`src/rtl/core/bsfr_pkg.sv`:
```
package bsfr_pkg;

   localparam int DATA_W    = 8;
   localparam int INDEX_W   = 6;
   localparam int LENGTH_W  = 7;
   localparam int CSR_IDX_W = 1;

   localparam int MAX_PACKET_DEFAULT = 32;

   localparam logic [DATA_W-1:0] START_BYTE_RESET = 8'd126;
   localparam logic [DATA_W-1:0] END_BYTE_RESET   = 8'd125;

   // register indexes on the csr port
   localparam logic [CSR_IDX_W-1:0] CSR_START_BYTE = 1'd0;
   localparam logic [CSR_IDX_W-1:0] CSR_END_BYTE   = 1'd1;

   typedef enum logic [1:0] {
      STATUS_DATA     = 2'd0,
      STATUS_ABORT    = 2'd1,
      STATUS_OVERFLOW = 2'd2
   } status_type;

   // controller to datapath
   typedef struct packed {
      logic       store;
      logic       clr_count;
      logic       drain_start;
      logic       drain_next;
      logic       load_data;
      logic       load_status;
      status_type status_code;
   } ctrl_cmd_type;

   // datapath to controller
   typedef struct packed {
      logic start_hit;
      logic end_hit;
      logic count_full;
      logic count_zero;
      logic drain_last;
      logic out_valid;
      logic out_free;
   } dp_sts_type;

endpackage

```
`src/rtl/core/bsfr_ram.sv`:
```
module bsfr_ram #(
   parameter int WIDTH = 8,
   parameter int DEPTH = 32
) (
   input  logic                     clock,
   input  logic                     wr_en,
   input  logic [$clog2(DEPTH)-1:0] wr_addr,
   input  logic [WIDTH-1:0]         wr_data,
   input  logic [$clog2(DEPTH)-1:0] rd_addr,
   output logic [WIDTH-1:0]         rd_data
);

   logic [WIDTH-1:0] mem [DEPTH];
   logic [WIDTH-1:0] rd_data_ff;

   always_ff @(posedge clock) begin
      if (wr_en) begin
         mem[wr_addr] <= wr_data;
      end
      rd_data_ff <= mem[rd_addr];
   end

   assign rd_data = rd_data_ff;

endmodule

```
`src/rtl/core/bsfr_dpath.sv`:
```
module bsfr_dpath #(
   parameter int MAX_PACKET = bsfr_pkg::MAX_PACKET_DEFAULT
) (
   input  logic                             clock,
   input  logic                             reset,
   input  bsfr_pkg::ctrl_cmd_type           cmd,
   output bsfr_pkg::dp_sts_type             sts,
   input  logic [bsfr_pkg::DATA_W-1:0]      req_rx_byte,
   input  logic                             csr_valid,
   input  logic                             csr_ready,
   input  logic [bsfr_pkg::CSR_IDX_W-1:0]   csr_index,
   input  logic [bsfr_pkg::DATA_W-1:0]      csr_wdata,
   output logic                             rsp_valid,
   input  logic                             rsp_stall,
   output logic [bsfr_pkg::DATA_W-1:0]      rsp_data,
   output logic [bsfr_pkg::INDEX_W-1:0]     rsp_index,
   output logic [bsfr_pkg::LENGTH_W-1:0]    rsp_length,
   output logic                             rsp_last,
   output logic [1:0]                       rsp_status
);

   localparam int AW = $clog2(MAX_PACKET);
   localparam int IW = bsfr_pkg::INDEX_W;
   localparam int LW = bsfr_pkg::LENGTH_W;
   localparam int DW = bsfr_pkg::DATA_W;

   logic [DW-1:0] start_ff;
   logic [DW-1:0] end_ff;
   logic [AW-1:0] count_ff, count_in;
   logic [AW-1:0] idx_ff, idx_in;
   logic [DW-1:0] ram_rd_data;
   logic          drain_last;
   logic          out_free;

   logic                     rsp_valid_ff;
   logic [DW-1:0]            rsp_data_ff;
   logic [IW-1:0]            rsp_index_ff;
   logic [LW-1:0]            rsp_length_ff;
   logic                     rsp_last_ff;
   bsfr_pkg::status_type     rsp_status_ff;

   always_ff @(posedge clock) begin
      if (reset) begin
         start_ff <= bsfr_pkg::START_BYTE_RESET;
         end_ff   <= bsfr_pkg::END_BYTE_RESET;
      end else if (csr_valid && csr_ready) begin
         unique case (csr_index)
            bsfr_pkg::CSR_START_BYTE: start_ff <= csr_wdata;
            bsfr_pkg::CSR_END_BYTE:   end_ff   <= csr_wdata;
            default: ;
         endcase
      end
   end

   // clear wins over the increment on overflow
   always_comb begin
      count_in = count_ff;
      if (cmd.clr_count) begin
         count_in = '0;
      end else if (cmd.store) begin
         count_in = count_ff + AW'(1);
      end
   end

   always_comb begin
      idx_in = idx_ff;
      if (cmd.drain_start) begin
         idx_in = '0;
      end else if (cmd.drain_next) begin
         idx_in = idx_ff + AW'(1);
      end
   end

   always_ff @(posedge clock) begin
      if (reset) begin
         count_ff <= '0;
         idx_ff   <= '0;
      end else begin
         count_ff <= count_in;
         idx_ff   <= idx_in;
      end
   end

   bsfr_ram #(
      .WIDTH (DW),
      .DEPTH (MAX_PACKET)
   ) u_store (
      .clock   (clock),
      .wr_en   (cmd.store),
      .wr_addr (count_ff),
      .wr_data (req_rx_byte),
      .rd_addr (idx_ff),
      .rd_data (ram_rd_data)
   );

   assign drain_last = (idx_ff + AW'(1)) == count_ff;
   assign out_free   = !rsp_valid_ff || !rsp_stall;

   always_ff @(posedge clock) begin
      if (reset) begin
         rsp_valid_ff <= 1'b0;
      end else if (cmd.load_status || cmd.load_data) begin
         rsp_valid_ff <= 1'b1;
      end else if (rsp_valid_ff && !rsp_stall) begin
         rsp_valid_ff <= 1'b0;
      end
   end

   always_ff @(posedge clock) begin
      if (cmd.load_status) begin
         rsp_data_ff   <= '0;
         rsp_index_ff  <= '0;
         rsp_length_ff <= '0;
         rsp_last_ff   <= 1'b1;
         rsp_status_ff <= cmd.status_code;
      end else if (cmd.load_data) begin
         rsp_data_ff   <= ram_rd_data;
         rsp_index_ff  <= IW'(idx_ff);
         rsp_length_ff <= LW'(count_ff);
         rsp_last_ff   <= drain_last;
         rsp_status_ff <= bsfr_pkg::STATUS_DATA;
      end
   end

   assign rsp_valid  = rsp_valid_ff;
   assign rsp_data   = rsp_data_ff;
   assign rsp_index  = rsp_index_ff;
   assign rsp_length = rsp_length_ff;
   assign rsp_last   = rsp_last_ff;
   assign rsp_status = rsp_status_ff;

   assign sts.start_hit  = req_rx_byte == start_ff;
   assign sts.end_hit    = req_rx_byte == end_ff;
   assign sts.count_full = count_ff == AW'(MAX_PACKET - 1);
   assign sts.count_zero = count_ff == '0;
   assign sts.drain_last = drain_last;
   assign sts.out_valid  = rsp_valid_ff;
   assign sts.out_free   = out_free;

   a_load_free : assert property (@(posedge clock) disable iff (reset)
      (cmd.load_status || cmd.load_data) |-> out_free)
      else $error("result loaded over a word still waiting");

   a_status_shape : assert property (@(posedge clock) disable iff (reset)
      (rsp_valid_ff && rsp_status_ff != bsfr_pkg::STATUS_DATA) |->
         (rsp_last_ff && rsp_data_ff == '0 && rsp_length_ff == '0))
      else $error("status word carries packet fields");

   a_drain_nonempty : assert property (@(posedge clock) disable iff (reset)
      cmd.load_data |-> (count_ff != '0 && idx_ff < count_ff))
      else $error("drain read past the stored bytes");

   a_store_room : assert property (@(posedge clock) disable iff (reset)
      cmd.store |-> (!cmd.load_data && count_ff <= AW'(MAX_PACKET - 1)))
      else $error("store outside the buffer");

endmodule

```
`src/rtl/core/bsfr_ctrl.sv`:
```
module bsfr_ctrl (
   input  logic                    clock,
   input  logic                    reset,
   input  logic                    req_valid,
   output logic                    req_stall,
   input  bsfr_pkg::dp_sts_type    sts,
   output bsfr_pkg::ctrl_cmd_type  cmd
);

   typedef enum logic [2:0] {
      ST_IDLE,
      ST_ID,
      ST_BODY,
      ST_ESC,
      ST_ERR,
      ST_ERR_ESC,
      ST_DRAIN_RD,
      ST_DRAIN_OUT
   } state_type;

   state_type state_ff, state_in;
   logic      draining;
   logic      accept;

   assign draining  = state_ff == ST_DRAIN_RD || state_ff == ST_DRAIN_OUT;
   assign req_stall = draining || sts.out_valid;
   assign accept    = req_valid && !req_stall;

   always_comb begin
      state_in = state_ff;
      cmd      = '0;
      cmd.status_code = bsfr_pkg::STATUS_DATA;
      unique case (state_ff)
         ST_IDLE: begin
            if (accept && sts.start_hit) begin
               cmd.clr_count = 1'b1;
               state_in      = ST_ID;
            end
         end
         ST_ID, ST_BODY: begin
            if (accept) begin
               if (state_ff == ST_BODY && sts.start_hit) begin
                  state_in = ST_ESC;
               end else begin
                  cmd.store = 1'b1;
                  state_in  = ST_BODY;
                  // drop the frame once the buffer fills
                  if (sts.count_full) begin
                     cmd.clr_count   = 1'b1;
                     cmd.load_status = 1'b1;
                     cmd.status_code = bsfr_pkg::STATUS_OVERFLOW;
                     state_in        = ST_IDLE;
                  end
               end
            end
         end
         ST_ESC: begin
            if (accept) begin
               if (sts.start_hit) begin
                  cmd.store = 1'b1;
                  state_in  = ST_BODY;
                  if (sts.count_full) begin
                     cmd.clr_count   = 1'b1;
                     cmd.load_status = 1'b1;
                     cmd.status_code = bsfr_pkg::STATUS_OVERFLOW;
                     state_in        = ST_IDLE;
                  end
               end else if (sts.end_hit) begin
                  if (sts.count_zero) begin
                     state_in = ST_IDLE;
                  end else begin
                     cmd.drain_start = 1'b1;
                     state_in        = ST_DRAIN_RD;
                  end
               end else begin
                  cmd.load_status = 1'b1;
                  cmd.status_code = bsfr_pkg::STATUS_ABORT;
                  state_in        = ST_ERR;
               end
            end
         end
         ST_ERR: begin
            if (accept && sts.start_hit) begin
               state_in = ST_ERR_ESC;
            end
         end
         ST_ERR_ESC: begin
            if (accept) begin
               state_in = sts.end_hit ? ST_IDLE : ST_ERR;
            end
         end
         ST_DRAIN_RD: begin
            // read data lands next cycle
            state_in = ST_DRAIN_OUT;
         end
         ST_DRAIN_OUT: begin
            if (sts.out_free) begin
               cmd.load_data = 1'b1;
               if (sts.drain_last) begin
                  cmd.clr_count = 1'b1;
                  state_in      = ST_IDLE;
               end else begin
                  cmd.drain_next = 1'b1;
                  state_in       = ST_DRAIN_RD;
               end
            end
         end
         default: state_in = ST_ERR;
      endcase
   end

   always_ff @(posedge clock) begin
      if (reset) begin
         state_ff <= ST_IDLE;
      end else begin
         state_ff <= state_in;
      end
   end

   a_no_accept_in_drain : assert property (@(posedge clock) disable iff (reset)
      draining |-> !accept)
      else $error("word accepted during drain");

   a_drain_ends_idle : assert property (@(posedge clock) disable iff (reset)
      (state_ff == ST_DRAIN_OUT && sts.out_free && sts.drain_last) |=>
         (state_ff == ST_IDLE))
      else $error("drain did not return to idle");

endmodule

```
`src/rtl/core/byte_stuffed_frame_receiver.sv`:
```
// Channel  Dir  Handshake              Payload
// req      in   req_valid/req_stall    req_rx_byte
// rsp      out  rsp_valid/rsp_stall    rsp_data, rsp_index, rsp_length, rsp_last, rsp_status
// csr      in   csr_valid/csr_ready    csr_index, csr_wdata
//
// A received byte is taken while req_stall is low; a byte that raises a status word
// holds off the next byte until that word leaves the output register.
// A closed packet drains byte by byte, each read from the registered port of the packet
// store in ST_DRAIN_RD and sent in ST_DRAIN_OUT; no byte is taken while draining.
// Reset is synchronous; the packet store needs no clearing pass.
// A stall on rsp holds the output register and, through it, the req channel.
module byte_stuffed_frame_receiver #(
   parameter int MAX_PACKET = bsfr_pkg::MAX_PACKET_DEFAULT
) (
   input  logic                             clock,
   input  logic                             reset,
   input  logic                             req_valid,
   output logic                             req_stall,
   input  logic [bsfr_pkg::DATA_W-1:0]      req_rx_byte,
   output logic                             rsp_valid,
   input  logic                             rsp_stall,
   output logic [bsfr_pkg::DATA_W-1:0]      rsp_data,
   output logic [bsfr_pkg::INDEX_W-1:0]     rsp_index,
   output logic [bsfr_pkg::LENGTH_W-1:0]    rsp_length,
   output logic                             rsp_last,
   output logic [1:0]                       rsp_status,
   input  logic                             csr_valid,
   output logic                             csr_ready,
   input  logic [bsfr_pkg::CSR_IDX_W-1:0]   csr_index,
   input  logic [bsfr_pkg::DATA_W-1:0]      csr_wdata
);

   bsfr_pkg::ctrl_cmd_type cmd;
   bsfr_pkg::dp_sts_type   sts;

   assign csr_ready = 1'b1;

   bsfr_ctrl u_ctrl (
      .clock     (clock),
      .reset     (reset),
      .req_valid (req_valid),
      .req_stall (req_stall),
      .sts       (sts),
      .cmd       (cmd)
   );

   bsfr_dpath #(
      .MAX_PACKET (MAX_PACKET)
   ) u_dpath (
      .clock       (clock),
      .reset       (reset),
      .cmd         (cmd),
      .sts         (sts),
      .req_rx_byte (req_rx_byte),
      .csr_valid   (csr_valid),
      .csr_ready   (csr_ready),
      .csr_index   (csr_index),
      .csr_wdata   (csr_wdata),
      .rsp_valid   (rsp_valid),
      .rsp_stall   (rsp_stall),
      .rsp_data    (rsp_data),
      .rsp_index   (rsp_index),
      .rsp_length  (rsp_length),
      .rsp_last    (rsp_last),
      .rsp_status  (rsp_status)
   );

endmodule
```
`config.mk`:
```
export PLATFORM = sky130hd
export DESIGN_NAME = byte_stuffed_frame_receiver
export DESIGN_NICKNAME = d
export VERILOG_FILES = /design/src/rtl/core/bsfr_pkg.sv /design/src/rtl/core/bsfr_ram.sv /design/src/rtl/core/bsfr_dpath.sv /design/src/rtl/core/bsfr_ctrl.sv /design/src/rtl/core/byte_stuffed_frame_receiver.sv
export SDC_FILE = /design/constraint.sdc
export NUM_CORES = 1
export LEC_CHECK = 0
export BUFFER_PORTS_ARGS = -buffer_cell sky130_fd_sc_hd__buf_2
export CAP_MARGIN = 5
export CORE_MARGIN = 2
export CORE_UTILIZATION = 55
export CTS_BUF_LIST = sky130_fd_sc_hd__clkbuf_8 sky130_fd_sc_hd__clkbuf_16
export CTS_CLUSTER_SIZE = 40
export DETAILED_ROUTE_END_ITERATION = 12
export PLACE_DENSITY = 0.73
export SYNTH_ARGS = -nofsm -noshare
export SYNTH_HDL_FRONTEND = slang
export SYNTH_SLANG_ARGS = --single-unit
export TNS_END_PERCENT = 20
```
`constraint.sdc`:
```
create_clock -name clock -period 2.8 [get_ports clock]
set_clock_uncertainty 0.05 [all_clocks]
set_input_delay 0.42 -clock clock [delete_from_list [all_inputs] [get_ports clock]]
set_output_delay 0.42 -clock clock [all_outputs]
set_load 0.005 [all_outputs]
```
== Word-level counts from Yosys, hierarchy flattened ==
Memories as Yosys holds them, arrays and structs flattened. A register that Yosys moved wholly into a read port is not among the register bits.
Cells that the tools add are included.
Storage, ports and cells
  register bits: 51
  bits in writable memories: 256
  input bits: 22
  output and inout port bits: 27
  word-level logic and storage cells: 97
  memories kept: 1
Operators by class
  add/subtract/negate cells: 2
  equality and inequality tests: 17
  multiplexer cells: 44
  bitwise logic cells: 1
  reduce and logical (&&, ||, !) cells: 21
Memory list
  u_dpath.u_store.mem: depth 32, width 8, rd ports 1, clocked after Yosys merged registers in 1, write ports 1, line bsfr_ram.sv:13  | logic [WIDTH-1:0] mem [DEPTH];
Operators with widths (count)
  two-way mux 3 bit: 18
  case mux 3 bit (7 select lines): 1
  two-way mux 2 bit: 9
  == test 8 bit: 2
  two-way mux 1 bit: 13
  == test 3 bit (second input constant): 4
  != test 2 x 1 -> 1 bit (second input constant): 6
  adder 5 x 1 -> 5 bit (second input constant): 2
  == test 3 x 2 -> 1 bit (second input constant): 2
  case mux 3 bit (2 select lines): 1
  AND reduction 6 bit: 1
  OR reduction 2 bit: 3
  == test 5 bit: 1
  == test 5 bit (second input constant): 1
  logical NOT 5 bit: 1
  logical AND 1 bit: 4
  logical OR 1 bit: 4
  case mux 1 bit (4 select lines): 1
  AND reduction 2 bit: 2
  nonzero test 2 bit: 2
  == test 3 x 1 -> 1 bit (second input constant): 1
  logical NOT 1 bit: 3
  logical NOT 3 bit: 1
  case mux 1 bit (2 select lines): 1
  NOT 1 bit: 1

== Longest topological paths before layout ==
  depth after elaboration: 9
  mapped depth: 10
  gate-level depth less buffers: 7

== Cells and area by module ==
Synthesis repeated with hierarchy kept, for this count alone.
Unflattened totals
  cells, all modules: 710
  area, all modules: 12607.1 um2
By module, submodules not included
  bsfr_ram: instances 1, cells an instance 417, area an instance 10053.4 um2, sequential area each 7847.5 um2
  bsfr_dpath: instances 1, cells an instance 233, area an instance 2153.3 um2, sequential area each 980.9 um2
  bsfr_ctrl: instances 1, cells an instance 58, area an instance 389.1 um2, sequential area each 60.1 um2
  byte_stuffed_frame_receiver: instances 1, cells an instance 2, area an instance 11.3 um2, sequential area each 0.0 um2

== Worst setup path after synthesis ==
OpenSTA, ideal clock, no wires.
  kind: input-to-reg
  start: in req_rx_byte[1] in the netlist's numbering
  end: mem u_dpath.u_store.mem[10][0], enable pin
  library setup time: 0.370 ns
  arrival: 2.044 ns
  required time: 2.380 ns
  slack: 0.336 ns
  stages: 6
  buffers on the path: 0
  cells stage by stage: xnor2_1 -> nand4_1 -> o21ai_1 -> xnor2_1 -> nand3_1 -> nor2_1
Between the ends
  cells in the longest elaborated chain, start to end: 7
  elaborated cells on any way between the ends: 9
  classes of those cells: eq/ne: 1; mux: 7; reduce/logical: 1
RTL lines
  start: declaration: line byte_stuffed_frame_receiver.sv:19  | input logic [bsfr_pkg::DATA_W-1:0] req_rx_byte,
  == test 8 bit *: line bsfr_dpath.sv:132  | assign sts.start_hit = req_rx_byte == start_ff;
  logical AND 1 bit: line bsfr_ctrl.sv:42  | if (state_ff == ST_BODY && sts.start_hit) begin
  two-way mux 2 bit: line bsfr_ctrl.sv:42
  two-way mux 2 bit: line bsfr_ctrl.sv:41  | if (accept) begin
  case mux 1 bit (2 select lines) *: line bsfr_ctrl.sv:33  | unique case (state_ff)
  two-way mux 1 bit *: line bsfr_ram.sv:17  | if (wr_en) begin
  two-way mux 1 bit (implied by the code) *: line bsfr_ram.sv:18  | mem[wr_addr] <= wr_data;
  end: declaration: line bsfr_ram.sv:13
Every way passes the cells marked *; elsewhere a longest branch is shown, timed or not.

==> impl_summary.log <==
[metrics] min cycle time layout: 2374 ps
[metrics] Vias/cell: 5.929
[metrics] M1 GR Usage: 30.33%
[metrics] cell-by-cell listing of the critical path: buf_4 -> mux4_2 -> mux4_2 -> mux2_2
[metrics] Worst slew margin: 56.05%
[metrics] Area Overhead vs Synth: 15.35%
[metrics] critical path class: reg2reg
[metrics] starting density of the core: 55.86%
[metrics] maximum fanout along the worst path: 16
[metrics] worst supply voltage drop on vdd: 0.0005254 V
[metrics] initial antenna violation count: 0
[metrics] number of synthesis warnings: 0
[metrics] commonest cells after routing, fill and taps aside: edfxtp_1 (258), mux4_2 (80), nand2_1 (70), buf_4 (64), dfxtp_1 (55)
[metrics] Sum Neg Setup Slack: 0 ps
[metrics] via total after detailed routing: 6771
[metrics] overall die area: 24150 sq um
[metrics] Finish-stage setup viols: 0
[metrics] number of global-route vias before repair: 6900
[metrics] post-DR wirelength/cell: 23.30 microns
[metrics] largest stage delay on the critical path: 650 ps
[metrics] min-delay worst type: in2reg
[metrics] number of buffer cells added on primary ports: 44
[metrics] residual antenna-violating net count after detailed routing: 0
[metrics] number of H-tree levels: 1
[metrics] transition at the pin with the smallest max-transition slack: 658.4 ps
[metrics] area of the core region: 22570 sq um
[metrics] number of pins with negative max-slew slack in the final report: 0
[metrics] hold violation total from the final report: 0
[metrics] Leakage: 4.816 nW
[metrics] die height: 155.4 microns
[metrics] synthesized cell area: 12610 sq um
[metrics] post-cts sizing count: 0
[metrics] Worst Setup End Kind: flip-flop
[metrics] Final Util: 64.43%
[metrics] Global Route met3 Usage: 5.432%
[metrics] Max stage delay cell, worst path: dfxtp_2
[metrics] max-cap violation count: 0
[metrics] data arrival time of the worst path: 2750 ps
[metrics] DRC violation total after the first TritonRoute iteration: 704
[metrics] busiest layer in global routing: met2
[metrics] Worst Slack Setup Final: 425.7 ps
[metrics] crit path launch type: flip-flop
[metrics] main area contributors after synthesis: edfxtp_1 (61%), mux4_2 (14%), dfxtp_1 (9.1%)
[metrics] synthesized netlist cell count: 732
[metrics] total overflow reported by the global router: 0
[metrics] maximum number of pins on one net before global-route repair: 42
[metrics] fill cell count: 1510
[metrics] Yosys reg bits: 315
[metrics] worst skew pair latency: 560 ps
[metrics] top-area cell type share of the netlist area: 61.45%
[metrics] part of the cycle the worst path needs: 84.80%
[metrics] I/O pin total: 49
[metrics] met2 track demand over resource in global routing: 36.47%
[metrics] cell seen most often among critical-path stages: mux4_2
[metrics] Power Dens Cells: 647.2 nW/um^2
[metrics] most frequent standard cell in the layout excluding fill and tap cells: edfxtp_1
[metrics] Setup Buffers After CTS: 0
[metrics] Total Wirelength: 26.61 mm
[metrics] global-route total usage across every layer: 22.31%
[metrics] Netlist cell types: 48
[metrics] Antenna Diode Count: 0
[metrics] fraction of layout instances using a drive strength above 1: 28.94%
[metrics] net count of the finished layout: 862
[metrics] worst slack after detailed placement: 305.1 ps
[metrics] number of synthesized flops with an enable pin: 258
[metrics] CTS clk-pin slew, worst paths: 60 ps
[metrics] maximum clock rate: 421.2 MHz
[metrics] DP HPWL: 17.54 mm
[metrics] CTS max path bufs: 3
[metrics] Top FF cell, synth: edfxtp_1
[metrics] post-synthesis area per instance: 17.22 sq um
[metrics] Worst Path Required: 3180 ps
[metrics] Root Driver: clkbuf_16
[metrics] post-synth top area cell: edfxtp_1
[metrics] detailed-routing iteration count for the pre-antenna-repair pass: 5
[metrics] number of buffers created by CTS: 30
[metrics] first-pass GRT wire length: 40.41 mm
[metrics] gp weighted congestion: 0.8981
[metrics] run status: completed
[metrics] DRC violations left: 0
[metrics] number of placement rows: 55
[metrics] clk sinks: 315
[metrics] post-route worst hold slack: 55.34 ps
[metrics] sequential share of the synthesized area: 70.50%
[metrics] number of buffers inserted for hold repair after clock tree synthesis: 0
[metrics] clock tree from TritonCTS: done
[metrics] die extent in x: 155.4 microns
[metrics] async set-or-reset flop fraction in the synthesized netlist: 0%
[metrics] setup repair after global routing missed its margin: false
[layout make-up]
cell class	count	area, sq um	share of cell area, %
Multi-Input combinational cell	372	3492	24.01
Clock buffer	30	750.7	5.162
Timing Repair Buffer	111	760.7	5.231
Clock inverter	25	275.3	1.893
Sequential cell	315	8894	61.15
Inverter	4	15.01	0.1032
Tap cell	285	356.6	2.452
[kinds of logic (layout without fill, tap and decap cells)]
| kind of cell | after synthesis | count (layout) | share of synthesized area (%) |
|---|---|---|---|
| and+or+nand+nor | 178 | 178 | 6.549 |
| buffers and inverters | 47 | 170 | 1.866 |
| AOI/OAI and AO/OA | 68 | 68 | 3.473 |
| DFF | 315 | 315 | 70.50 |
| adders and majority gates | 6 | 6 | 0.5954 |
| other | 2 | 4 | 0.05956 |
| muxes | 89 | 89 | 15.08 |
| xor gates and xnor gates | 27 | 27 | 1.876 |
[state kept, by name, summed over array words and instances, names as in the netlist]
name	count
u_dpath.u_store.rd_data	8
u_dpath.rsp_status	2
u_dpath.rsp_last	1
u_dpath.idx_ff	5
u_dpath.end_ff	8
u_dpath.start_ff	8
u_dpath.rsp_data	8
u_dpath.rsp_valid	1
u_dpath.rsp_length	5
u_dpath.count_ff	5
u_dpath.rsp_index	5
u_dpath.u_store.mem	256
u_ctrl.state_ff	3
[stage by stage]
| stage | power, mW | cell area (sq um) | instances |
|---|---|---|---|
| after floorplan | 5.254 | 12620 | 734 |
| final | 9.413 | 14540 | 1142 |
| after global placement | 5.359 | 13520 | 1087 |
| after detailed placement | 5.368 | 13520 | 1087 |
| after CTS | 9.467 | 14540 | 1142 |
| after global routing | 9.657 | 14540 | 1142 |
[layer usage]
layer / routed length (microns) / share of wire, % / up-vias
met5: 0 / 0 / -
met4: 716 / 2.7 / 0
met3: 1944 / 7.3 / 48
met2: 12990 / 49 / 250
met1: 10960 / 41 / 3420
li1: - / - / 3053
[critical path: cells and delay by family, from the launching register on]
kind,cells,cell delay [ps]
mux,3,1220
flops,1,650
buf+inv,1,320
[synth_stat cells, drive strengths merged, types with 7 or more instances]
cell type and instances:
edfxtp 258, nand3 12, mux4 80, buf 20
o21ai 8, nand3b 10, a21oi 30, xnor2 25
mux2 8, and3 9, nand4 7, nor2 45
nand2 70, dfxtp 57, clkbuf 23
[final timing paths]
path         cells past startpoint  slack (ps)                         end                        from
max                              4         430  u_dpath.u_store.rd_data[0]           u_dpath.idx_ff[1]
min                              3          60         u_dpath.start_ff[5]                csr_wdata[5]
max reg2reg                      4         430  u_dpath.u_store.rd_data[0]           u_dpath.idx_ff[1]
min reg2reg                      2         370         u_dpath.rsp_data[1]  u_dpath.u_store.rd_data[1]
[where the power goes]
group	internal [mW]	switching (mW)	total, mW
Combinational	0.0575	0.127	0.184
Sequential	5.07	0.0118	5.08
Clock	2.49	1.65	4.15
Note: power is estimated with default switching activity, not from simulation.
